==> src/ntoe_pkg.sv <==
// Package: shared types for the heard-node table and its cell chain.
`default_nettype none

package ntoe_pkg;

    localparam int KEY_W  = 64;   // widest node key carried on the chain
    localparam int IDX_W  = 8;    // slot index on the chain, covers up to 256 cells
    localparam int TIME_W = 32;

    typedef enum logic [1:0] {
        OUT_HIT   = 2'd0,
        OUT_FREE  = 2'd1,
        OUT_EVICT = 2'd2,
        OUT_READ  = 2'd3
    } outcome_t;

    // contents of one table slot, key kept apart
    typedef struct packed {
        logic                used;
        logic [3:0]          kind;
        logic                located;
        logic signed [27:0]  lat;
        logic signed [28:0]  lon;
        logic signed [10:0]  rssi;
        logic signed [7:0]   snr;
        logic [TIME_W-1:0]   seen;
    } entry_t;

    // search wavefront handed from cell to cell
    typedef struct packed {
        logic              cap;       // key hit, or read slot reached
        logic [IDX_W-1:0]  cap_idx;
        entry_t            cap_ent;
        logic [KEY_W-1:0]  cap_key;
        logic              free;      // lowest unused slot seen so far
        logic [IDX_W-1:0]  free_idx;
        logic [TIME_W-1:0] old_time;  // oldest last-seen so far
        logic [IDX_W-1:0]  old_idx;
    } scan_bus_t;

    typedef struct packed {
        logic       is_read;
        logic [3:0] read_slot;
    } scan_cmd_t;

    typedef struct packed {
        logic             en;
        logic [IDX_W-1:0] idx;
        entry_t           ent;
        logic [KEY_W-1:0] key;
    } wr_req_t;

endpackage

`default_nettype wire

==> src/ntoe_cell.sv <==
// One table slot: holds an entry and updates the search wavefront passing through.
`default_nettype none

module ntoe_cell
    import ntoe_pkg::*;
#(
    parameter int IDX      = 0,
    parameter int KEY_BITS = 64
) (
    input  wire logic                aclk,
    input  wire logic                aresetn,
    input  wire logic                tok_in,
    input  wire scan_bus_t           bus_in,
    input  wire scan_cmd_t           cmd,
    input  wire logic [KEY_BITS-1:0] key,
    input  wire wr_req_t             wr,
    output logic                     tok_out,
    output scan_bus_t                bus_out
);

    logic [KEY_BITS-1:0] key_reg;
    entry_t              ent_reg;
    logic                tok_reg;
    scan_bus_t           bus_reg;
    scan_bus_t           bus_next;
    logic                hit_here;
    logic                rd_here;
    logic                wr_here;

    always_comb begin
        bus_next = bus_in;
        hit_here = !cmd.is_read && ent_reg.used && (key_reg == key);
        rd_here  = cmd.is_read && (IDX_W'(cmd.read_slot) == IDX_W'(IDX));
        if (!bus_in.cap && (hit_here || rd_here)) begin
            bus_next.cap     = 1'b1;
            bus_next.cap_idx = IDX_W'(IDX);
            bus_next.cap_ent = ent_reg;
            bus_next.cap_key = KEY_W'(key_reg);
        end
        if (!bus_in.free && !ent_reg.used) begin
            bus_next.free     = 1'b1;
            bus_next.free_idx = IDX_W'(IDX);
        end
        // strict compare keeps the lowest index on equal times
        if ((IDX == 0) || (ent_reg.seen < bus_in.old_time)) begin
            bus_next.old_time = ent_reg.seen;
            bus_next.old_idx  = IDX_W'(IDX);
        end
    end

    assign wr_here = wr.en && (wr.idx == IDX_W'(IDX));

    always_ff @(posedge aclk) begin
        if (!aresetn) begin
            tok_reg <= 1'b0;
            key_reg <= '0;
            ent_reg <= '0;
        end else begin
            tok_reg <= tok_in;
            if (wr_here) begin
                key_reg <= wr.key[KEY_BITS-1:0];
                ent_reg <= wr.ent;
            end
        end
    end

    always_ff @(posedge aclk) begin
        if (tok_in) begin
            bus_reg <= bus_next;
        end
    end

    assign tok_out = tok_reg;
    assign bus_out = bus_reg;

endmodule

`default_nettype wire

==> config.mk <==
export PLATFORM = sky130hd
export DESIGN_NAME = ntoe_cell
export DESIGN_NICKNAME = d
export VERILOG_FILES = /design/src/ntoe_pkg.sv /design/src/ntoe_cell.sv
export SDC_FILE = /design/constraint.sdc
export NUM_CORES = 1
export LEC_CHECK = 0
export ABC_AREA = 1
export BUFFER_PORTS_ARGS = -buffer_cell sky130_fd_sc_hd__buf_2
export CAP_MARGIN = 10
export CORE_AREA = 2 2 281 283
export CTS_CLUSTER_SIZE = 24
export DETAILED_ROUTE_END_ITERATION = 8
export DIE_AREA = 0 0 283 285
export GPL_TIMING_DRIVEN = 0
export HOLD_SLACK_MARGIN = 0.15
export PLACE_DENSITY = 0.43
export REMOVE_ABC_BUFFERS = 1
export SYNTH_ARGS = -nofsm -noshare
export SYNTH_HDL_FRONTEND = slang
export SYNTH_SLANG_ARGS = --single-unit
==> constraint.sdc <==
create_clock -name aclk -period 4.45 [get_ports aclk]
set_clock_uncertainty 0.2 [all_clocks]
set_input_delay 0.89 -clock aclk [delete_from_list [all_inputs] [get_ports aclk]]
set_output_delay 0.89 -clock aclk [all_outputs]
set_load 0.02 [all_outputs]
# Word level (Yosys, flattened, before mapping)
# Index checks and enable logic that the tools add are counted.
# Widths: inputs -> output; s select.
# op_classes
mux	1
n_reduce_logical	13
n_eq_ne	1
# op_table
op	n
$mux 178	1
$eq 64x64->1	1
$logic_not 8->1	1
$logic_and 1x1->1	6
$logic_not 1->1	4
$logic_not 4->1	1
$logic_or 1x1->1	1
# word_totals
wordCells	39
input_bits	495
output_inout_bits	237
reg_bits	407

# Logic depth before layout (Yosys ltp)
# Gate-level depths: netlist (run 1).
# depth
ltp_word	6
mapped_depth	15
ltp_nobuf	13

# Worst setup path before layout (run 1)
# Ideal clock, no wire load.
# synth_path
kind	input to register
from	input port key[45]
to	register bus_reg, in the netlist bus_out[235] (data pin)
setup_time_ns	0.264
cell_stages	12
t_arrival_ns	2.027
path_slack_ns	1.959
required_time_ns	3.986
path_cell_list	inv_1 > or2_2 > nand3_1 > nor2_1 > nand2_1 > nor2_1 > nand3_1 > nand2_2 > nand2_2 > buf_2 > buf_6 > nand2_1
# synth_via
elab_chain_len	4
# synth_rtl
element	line	rtl
start: declaration	ntoe_cell.sv:15	input wire logic [KEY_BITS-1:0] key,
$eq 64x64->1	ntoe_cell.sv:32	hit_here = !cmd.is_read && ent_reg.used && (key_reg == key);
$logic_and 1x1->1	ntoe_cell.sv:32	
$logic_or 1x1->1	ntoe_cell.sv:34	if (!bus_in.cap && (hit_here || rd_here)) begin
$logic_and 1x1->1	ntoe_cell.sv:34	
end signal: assignment	ntoe_cell.sv:69	bus_reg <= bus_next;
end: declaration	ntoe_cell.sv:24	scan_bus_t bus_reg;
# No other way between the ends.
# A chain may end at the register's enable or synchronous reset.

# Worst setup path in the final report (run 1)
# layout_path
from	input port wr[181] (netlist bit)
to	register key_reg[20]
# layout_via
elab_chain_len	2
# layout_rtl
element	line	rtl
start: declaration	ntoe_cell.sv:16	input wire wr_req_t wr,
$logic_not 8->1	ntoe_cell.sv:51	assign wr_here = wr.en && (wr.idx == IDX_W'(IDX));
$logic_and 1x1->1	ntoe_cell.sv:51	
end signal: assignment	ntoe_cell.sv:61	key_reg <= wr.key[KEY_BITS-1:0];
end: declaration	ntoe_cell.sv:21	logic [KEY_BITS-1:0] key_reg;
# No other way between the ends.

==> results.sh, run 1 <==
export IMPL_crit_path_top_delay_cell="nand4_1"
export IMPL_holdCritStartpoint="bus_next[38]$_SDFFE_PN0P_"
export IMPL_crit_chain="buf_2 > nor2_1 > nand4_1 > buf_8 > buf_16 > buf_8 > buf_8 > buf_8 > buf_16 > nor3_4 > buf_8 > buf_16 > buf_8 > buf_16 > buf_16 > buf_8 > nor2_1 > nor3_1"
export IMPL_hold_class="reg2reg"
export IMPL_synth_cells=1956
export IMPL_largest_register_ffs=228
export IMPL_fmax_ghz=0.249
export IMPL_rsz0062_at_grt="false"
export IMPL_cp_num_buf_inv=13
export IMPL_cp_slowest_stage_delay_ps=420
export IMPL_die_y_um=285
export IMPL_critical_path_top_delay_family="buffers and inverters"
export IMPL_grt_pass1_wl_um=102000
export IMPL_internal_power_w=0.00690
export IMPL_place_congestion=0.835
export IMPL_synth_cell_types=25
export IMPL_cts_buffers=50
export IMPL_avgSynthCellArea_um2=8.96
export IMPL_run_status="finished, final reports clean"
export IMPL_cp_common_cell="buf_8"
export IMPL_vias_per_cell=4.45
export IMPL_cts_max_path_buffers=3
export IMPL_io_buffer_count=683
export IMPL_comb_power_share=0.104
export IMPL_yosysWarnings=0
export IMPL_root_buffer="clkbuf_16"
export IMPL_drt_wl_total_um=68700
export IMPL_drive_gt1_frac=0.306
export IMPL_grt_max_degree=108
export IMPL_min_path_cells=0
export IMPL_drcViolationCount=0
export IMPL_dpl_cell_area_um2=22200
export IMPL_layout_nets=3060
export IMPL_drv_slew=0
export IMPL_initial_utilization=0.225
export IMPL_setup_tns_ps=0
export IMPL_grt_overflow_total=0
export IMPL_grt_pass1_vias=16200
export IMPL_drv_cap=0
export IMPL_irDropWorstVdd_uv=239
export IMPL_power_w=0.00926
export IMPL_setup_viol_count_final=0
export IMPL_period_needed_ps=4010
export IMPL_wl_per_cell_um=18.7
export IMPL_leakage_nw=10.1
export IMPL_final_core_util=0.306
export IMPL_fin_crit_sh=0.901
export IMPL_grt_use_total=0.162
export IMPL_ios=732
export IMPL_ant_nets=0
export IMPL_endpoint="key_reg[20]$_SDFFE_PN0P_"
export IMPL_first_pass_iters=4
export IMPL_dieArea_um2=80700
export IMPL_cp_max_fo=22
export IMPL_ff2ff_path_depth=11
export IMPL_p_seq_frac=0.453
export IMPL_dpl_hpwl_um=47100
export IMPL_syn2layout_area_growth_pct=36.1
export IMPL_worstReg2RegEnd="bus_out[192]$_DFFE_PP_"
export IMPL_cts_tree="yes"
export IMPL_fillers=8392
export IMPL_dieWidth_um=283
export IMPL_htreeDepth=2
export IMPL_first_iter_violations=1007
export IMPL_syn_area_um2=17500
export IMPL_swShare=0.255
export IMPL_coreArea_um2=78000
export IMPL_p_switching_w=0.00237
export IMPL_relSlewSlack=0.449
export IMPL_ys_ff_latch=407
export IMPL_rrSetupSlack_ps=520
export IMPL_pwr_share_clk=0.443
export IMPL_pwr_density_cell_nw_per_um2=388
export IMPL_worstPathArrival_ps=4290
export IMPL_path_depth=18
export IMPL_worstPathRequired_ps=4730
export IMPL_critical_path_class="in2reg"
export IMPL_fin_area_um2=23900
export IMPL_rows=103
export IMPL_antenna_found_initial=29
export IMPL_start_kind="input port"
export IMPL_cp_end_kind="flip-flop"
export IMPL_clk_pin_slew_ps=50
export IMPL_hold_viol_final=0
export IMPL_worst_pin_slew_ps=826
export IMPL_vias=16300
export IMPL_holdWs_ps=256
export IMPL_reg2reg_from="key_reg[14]$_SDFFE_PN0P_"
export IMPL_cts_num_sinks=407
export IMPL_insertion_delay_ps=580
export IMPL_yosysSeqAreaShare=0.595
export IMPL_critPathLaunch="wr[181]"
[per-layer routing]
metal  global-route usage  up-vias  routed length [um]
met5                    0        -                 159
met2                0.278      582               33800
li1                     -     7914                   -
met3               0.0506      112                5590
met1                0.194     7708               27500
met4               0.0495       26                1580
[logic make-up after synthesis]
family          Yosys count  share of synthesized area
xor+xnor                 18                    0.00900
other cells               1                   0.000214
simple gates           1271                      0.326
buf+inv                 249                     0.0651
flops                   407                      0.595
compound gates           10                    0.00400
[cells in the final DEF (no fill, tap or decap), types with 4 or more instances in the layout]
cell	count
clkinv_2	4
xnor2_1	18
clkbuf_1	15
or2_2	4
clkinv_1	10
nor3_1	178
nor2_1	243
a21boi_0	8
buf_8	17
diode_2	13
nand4_1	7
clkbuf_16	51
dfxtp_1	179
conb_1	8
buf_2	680
buf_16	15
edfxtp_1	228
nor4_1	179
clkbuf_8	8
inv_1	78
nand3_1	183
nand2_1	470
[how the worst min path moves through the flow]
stage,to,slack [ps]
2_1_floorplan,bus_out[10]$_DFFE_PP_,230
3_3_place_gp,bus_out[25]$_DFFE_PP_,240
3_5_place_dp,bus_out[38]$_DFFE_PP_,240
4_1_cts,bus_out[38]$_DFFE_PP_,260
5_1_grt,bus_out[35]$_DFFE_PP_,270
6_report,bus_out[38]$_DFFE_PP_,260
[power groups by stage]
stage                     clock (W)  sequential, W  combinational, W
after detailed placement          0        0.00427          0.000983
after CTS                   0.00425        0.00419          0.000985
after floorplan                   0        0.00448          0.000172
after global placement            0        0.00429          0.000959
final                       0.00410        0.00419          0.000968
after global routing        0.00439        0.00421           0.00105
[repair_timing]
action                                  CTS  global route
endpoints found under the setup margin    0            22
hold endpoints to repair                  0             0
gates resized for setup                   0             0
setup buffers                             0             1
hold buffers                              0             0
[area by class of cell]
class / count / area (um2) / area share
Antenna cell: 13 / 32.5 / 0.00136
Clock buffer: 74 / 1440 / 0.0605
Clock inverter: 20 / 196 / 0.00824
Inverter: 85 / 334 / 0.0140
Multi-Input combinational cell: 1307 / 6010 / 0.252
Sequential cell: 407 / 10400 / 0.437
Tap cell: 1050 / 1310 / 0.0551
Timing Repair Buffer: 714 / 4090 / 0.171
[cell usage after synthesis]
| master | instances | area share |
|---|---|---|
| nor3_1 | 178 | 0.051 |
| nand2_1 | 470 | 0.10 |
| buf_4 | 26 | 0.011 |
| buf_2 | 15 | 0.0043 |
| clkinv_1 | 3 | 0.00064 |
| inv_1 | 78 | 0.017 |
| or2_1 | 1 | 0.00036 |
| clkbuf_1 | 109 | 0.023 |
| nand4_1 | 7 | 0.0025 |
| nor4_1 | 179 | 0.064 |
| nor2_1 | 243 | 0.052 |
| xnor2_1 | 18 | 0.0090 |
| conb_1 | 1 | 0.00021 |
| o21ai_0 | 2 | 0.00057 |
| buf_6 | 12 | 0.0077 |
| inv_2 | 4 | 0.00086 |
| or2_2 | 4 | 0.0014 |
| dfxtp_1 | 179 | 0.20 |
| buf_1 | 2 | 0.00043 |
| nand3_1 | 183 | 0.052 |
| nor3_2 | 1 | 0.00057 |
| or2_0 | 3 | 0.0011 |
| nand2_2 | 2 | 0.00071 |
| edfxtp_1 | 228 | 0.39 |
| a21boi_0 | 8 | 0.0034 |
[through the flow]
stage,setup WS (ps),std cells
finish,440,3670
global route,199,3668
floorplan,-7040,1799
global placement,-20530,3532
CTS,37.9,3656
detailed placement,-563,3562
(Power assumes the default switching activity.)
==> inputs of run 2 (changes only) <==
RECOVER_POWER = 25   (was default)
SETUP_SLACK_MARGIN = 0.2   (was default)
clock period = 5 ns   (was 4.45 ns; I/O delays follow)
==> results.sh, run 2 (synthesis gave the netlist of run 1 again) <==
export IMPL_run_status="finished with violations"
export IMPL_violations="max-capacitance violations, max-slew violations"
export IMPL_cp_max_fo=102
export IMPL_internal_power_w=0.00614
export IMPL_crit_path_top_delay_cell="clkbuf_2"
export IMPL_antenna_found_initial=29
export IMPL_vias_per_cell=4.46
export IMPL_grt_pass1_wl_um=102000
export IMPL_worst_pin_slew_ps=3140
export IMPL_wl_per_cell_um=18.7
export IMPL_rows=103
export IMPL_crit_chain="clkbuf_1 > clkbuf_2"
export IMPL_fmax_ghz=0.227
export IMPL_pwr_share_clk=0.443
export IMPL_grt_use_total=0.162
export IMPL_final_core_util=0.305
export IMPL_holdWs_ps=256
export IMPL_cts_tree="yes"
export IMPL_place_congestion=0.835
export IMPL_vias=16400
export IMPL_drt_wl_total_um=68700
export IMPL_largest_register_ffs=228
export IMPL_pwr_density_cell_nw_per_um2=347
export IMPL_postCtsHoldBufs=0
export IMPL_comb_power_share=0.104
export IMPL_cp_slowest_stage_delay_ps=2200
export IMPL_period_needed_ps=4400
export IMPL_worstPathArrival_ps=4310
export IMPL_dp_cells=3562
export IMPL_leakage_nw=10.0
export IMPL_drv_slew=211
export IMPL_drcViolationCount=0
export IMPL_p_seq_frac=0.453
export IMPL_critical_path_top_delay_family="buffers and inverters"
export IMPL_p_switching_w=0.00211
export IMPL_dpl_hpwl_um=47100
export IMPL_first_iter_violations=1001
export IMPL_grt_overflow_total=0
export IMPL_io_buffer_count=683
export IMPL_initial_utilization=0.225
export IMPL_rsz0062_at_grt="false"
export IMPL_final_common_cell="buf_2"
export IMPL_relSlewSlack=-1.09
export IMPL_layout_nets=3060
export IMPL_htreeDepth=2
export IMPL_instances_no_fill=3670
export IMPL_layout_common_cells="680 x buf_2, 470 x nand2_1, 243 x nor2_1, 228 x edfxtp_1, 183 x nand3_1"
export IMPL_cts_num_sinks=407
export IMPL_cts_buffers=50
export IMPL_cp_num_buf_inv=2
export IMPL_dieWidth_um=283
export IMPL_cts_resized=0
export IMPL_grt_pass1_vias=16200
export IMPL_drv_cap=2
export IMPL_hold_class="reg2reg"
export IMPL_ant_nets=0
export IMPL_grt_max_degree=108
export IMPL_die_y_um=285
export IMPL_first_pass_iters=5
export IMPL_critical_path_class="in2reg"
export IMPL_worstPathRequired_ps=4920
export IMPL_setup_viol_count_final=0
export IMPL_dieArea_um2=80700
export IMPL_cts_max_path_buffers=3
export IMPL_insertion_delay_ps=580
export IMPL_drive_gt1_frac=0.305
export IMPL_swShare=0.255
export IMPL_irDropWorstVdd_uv=212
export IMPL_fin_crit_sh=0.879
export IMPL_root_buffer="clkbuf_16"
export IMPL_start_kind="input port"
export IMPL_syn2layout_area_growth_pct=35.8
export IMPL_coreArea_um2=78000
export IMPL_ios=732
export IMPL_cp_end_kind="flip-flop"
export IMPL_clk_pin_slew_ps=60
export IMPL_hold_viol_final=0
-- run 2: cell count changes in the layout (fill, tap and decap cells not counted), sizes merged --
cell and change:
buf -3, clkbuf +3
-- run 2: area by class of cell --
cell class                      count  area [um2]
Clock buffer                       74        1440
Fill cell                        8401       54200
Timing Repair Buffer              714        4030
Antenna cell                       13        32.5
Clock inverter                     20         196
Tap cell                         1050        1310
Inverter                           85         334
Sequential cell                   407       10400
Multi-Input combinational cell   1307        6010
-- run 2: final timing paths --
check                                          startpoint                endpoint  slack, ps  cells after the start
worst max-delay path                               tok_in   bus_out[79]$_DFFE_PP_        600                      2
worst max register to register   key_reg[14]$_SDFFE_PN0P_  bus_out[192]$_DFFE_PP_       1090                     11
worst min-delay path            bus_next[38]$_SDFFE_PN0P_   bus_out[38]$_DFFE_PP_        260                      0
worst min register to register  bus_next[38]$_SDFFE_PN0P_   bus_out[38]$_DFFE_PP_        260                      0
-- run 2: repair_timing --
item,in CTS,in global routing
endpoints found under the hold margin,0,0
buffers inserted,0,1
endpoints found under the setup margin,0,1
-- run 2: layer usage --
layer  vias to the layer above  routed length, um  track usage
met5                         -                159            0
met4                        26               1670       0.0495
met3                       116               5570       0.0506
met2                       597              33800        0.278
met1                      7724              27500        0.194
li1                       7914                  -            -
-- run 2: metrics by stage --
stage / cell area, um2 / total power [W] / worst slack, ps / setup TNS (ps)
5_1_grt: 23800 / 0.00858 / 383 / 0
3_5_place_dp: 22200 / 0.00468 / -123 / -1760
2_1_floorplan: 16700 / 0.00414 / -6600 / -1334000
6_report: 23800 / 0.00825 / 604 / 0
3_3_place_gp: 21500 / 0.00467 / -20090 / -4789710
4_1_cts: 23800 / 0.00839 / 478 / 0
-- run 2: power by group through the flow --
stage | registers, W | clock network [W] | logic [W]
finish | 0.00374 | 0.00365 | 0.000855
global route | 0.00375 | 0.00391 | 0.000924
CTS | 0.00373 | 0.00378 | 0.000877
detailed placement | 0.00380 | 0 | 0.000875
global placement | 0.00382 | 0 | 0.000853
floorplan | 0.00399 | 0 | 0.000153
==> inputs of run 3 (changes only) <==
CORE_AREA = 10 10 273 275   (was 2 2 281 283)
PLACE_DENSITY = 0.45   (was 0.43)
==> results.sh, run 3 (synthesis gave the netlist of run 1 again) <==
export IMPL_dieArea_um2=80700
export IMPL_drcViolationCount=0
export IMPL_final_common_cell="buf_2"
export IMPL_postCtsHoldBufs=0
export IMPL_critical_path_class="in2reg"
export IMPL_irDropWorstVdd_uv=210
export IMPL_coreArea_um2=69300
export IMPL_die_y_um=285
export IMPL_cp_slowest_stage_delay_ps=460
export IMPL_insertion_delay_ps=580
export IMPL_worstPathRequired_ps=5120
export IMPL_hold_class="reg2reg"
export IMPL_relSlewSlack=-1.05
export IMPL_cts_buffers=49
export IMPL_layout_common_cells="679 x buf_2, 470 x nand2_1, 243 x nor2_1, 228 x edfxtp_1, 183 x nand3_1"
export IMPL_first_iter_violations=1062
export IMPL_rsz0062_at_grt="false"
export IMPL_rows=97
export IMPL_layout_nets=3058
export IMPL_ios=732
export IMPL_drv_cap=2
export IMPL_leakage_nw=10.0
export IMPL_pwr_density_cell_nw_per_um2=347
export IMPL_cts_tree="yes"
export IMPL_met1_usage=0.204
export IMPL_worst_pin_slew_ps=3070
export IMPL_ant_nets=0
export IMPL_drive_gt1_frac=0.306
export IMPL_worstPathArrival_ps=4510
export IMPL_period_needed_ps=4390
export IMPL_cp_common_cell="nand2_1"
export IMPL_syn2layout_area_growth_pct=34.9
export IMPL_cp_max_fo=91
export IMPL_io_buffer_count=683
export IMPL_grt_pass1_vias=16600
export IMPL_dpl_hpwl_um=51100
export IMPL_fmax_ghz=0.228
export IMPL_largest_register_ffs=228
export IMPL_grt_busiest_layer="met2"
export IMPL_start_kind="input port"
export IMPL_grt_pass1_wl_um=108000
export IMPL_crit_path_top_delay_cell="nand2_8"
export IMPL_setup_tns_ps=0
export IMPL_grt_max_degree=112
export IMPL_wl_per_cell_um=20.3
export IMPL_root_buffer="clkbuf_16"
export IMPL_holdWs_ps=257
export IMPL_place_congestion=0.833
export IMPL_grt_overflow_total=0
export IMPL_run_status="finished with violations"
export IMPL_grt_util_met3=0.0531
export IMPL_hold_viol_final=0
export IMPL_dieWidth_um=283
export IMPL_drt_wl_total_um=72300
export IMPL_cp_num_buf_inv=3
export IMPL_initial_utilization=0.253
export IMPL_fin_crit_sh=0.878
export IMPL_cp_end_kind="flip-flop"
export IMPL_grt_use_total=0.171
export IMPL_cts_max_path_buffers=3
export IMPL_cts_num_sinks=407
export IMPL_crit_chain="buf_2 > inv_1 > nand2_1 > nand2_1 > nor2_1 > nand2_1 > nor2_1 > nand2_1 > nor2_1 > nand3_1 > nand2_8 > nand2_8 > buf_16 > nand2_1 > nand2_1"
export IMPL_violations="max-capacitance violations, max-slew violations"
export IMPL_vias=16500
export IMPL_htreeDepth=2
export IMPL_vias_per_cell=4.64
export IMPL_setup_viol_count_final=0
export IMPL_antenna_found_initial=28
export IMPL_grtUsageMet2=0.292
export IMPL_critical_path_top_delay_family="simple AND/OR/NAND/NOR gates"
export IMPL_first_pass_iters=5
export IMPL_drv_slew=215
export IMPL_clk_pin_slew_ps=60
run 3: cell count changes in the layout (fill, tap and decap cells not counted):
cell       delta
clkbuf_1      -4
buf_16        +2
buf_8         -2
clkbuf_16     -2
clkinv_2      +2
buf_2         -1
buf_4         -1
bufinv_16     +1
clkbuf_2      +1
clkinv_1      -1
clkinv_4      +1
inv_16        -1
inv_6         +1
run 3: worst register-to-register path, cell delays in order, from the launching register on:
cell,delay [ps]
dfxtp_1,340
nand2_1,230
nand2_1,90
nor2_1,370
nand2_1,90
nor2_1,200
nand2_1,170
nor2_1,120
nand3_1,180
nand2_8,460
nand2_8,610
buf_16,410
nand2_1,420
nand2_1,60
run 3: power by group:
group	switching [W]	internal, W	leakage (nW)
combinational	0.000572	0.000286	5.55
clock	0.00146	0.00213	0.782
sequential	0.0000429	0.00370	3.69
total	0.00208	0.00612	10.0
run 3: layout make-up:
class | count | area (um2)
Fill cell | 7376 | 45700
Sequential cell | 407 | 10400
Multi-Input combinational cell | 1307 | 6010
Timing Repair Buffer | 713 | 4050
Clock buffer | 68 | 1380
Tap cell | 940 | 1180
Inverter | 85 | 334
Clock inverter | 23 | 230
Antenna cell | 13 | 32.5
run 3: path summary, 6_finish.rpt:
kind,end,slack (ps),cells past startpoint,start
worst max-delay path,bus_out[124]$_DFFE_PP_,610,15,key[13]
worst max register to register,bus_out[124]$_DFFE_PP_,810,13,key_reg[13]$_SDFFE_PN0P_
worst min-delay path,bus_out[23]$_DFFE_PP_,260,0,bus_next[23]$_SDFFE_PN0P_
worst min register to register,bus_out[23]$_DFFE_PP_,260,0,bus_next[23]$_SDFFE_PN0P_
run 3: repair_timing:
item                                    CTS  global route
endpoints found under the setup margin    0             3
hold endpoints to repair                  0             0
setup buffers                             0             0
resized for setup                         0             0
run 3: metal layers:
layer	vias up	routed length, um
met5	-	205
met4	32	1760
met3	124	5450
met2	568	35700
met1	7850	29200
li1	7918	-
run 3: metrics by stage:
step	power, W	instances	cell area, um2	setup slack (ps)	util
after global placement	0.00468	3422	21300	-19730	0.308
final	0.00820	3556	23600	611	0.341
after CTS	0.00833	3543	23700	534	0.342
after global routing	0.00852	3552	23600	251	0.341
after floorplan	0.00414	1799	16700	-6600	-
after detailed placement	0.00468	3452	22100	-110	0.318
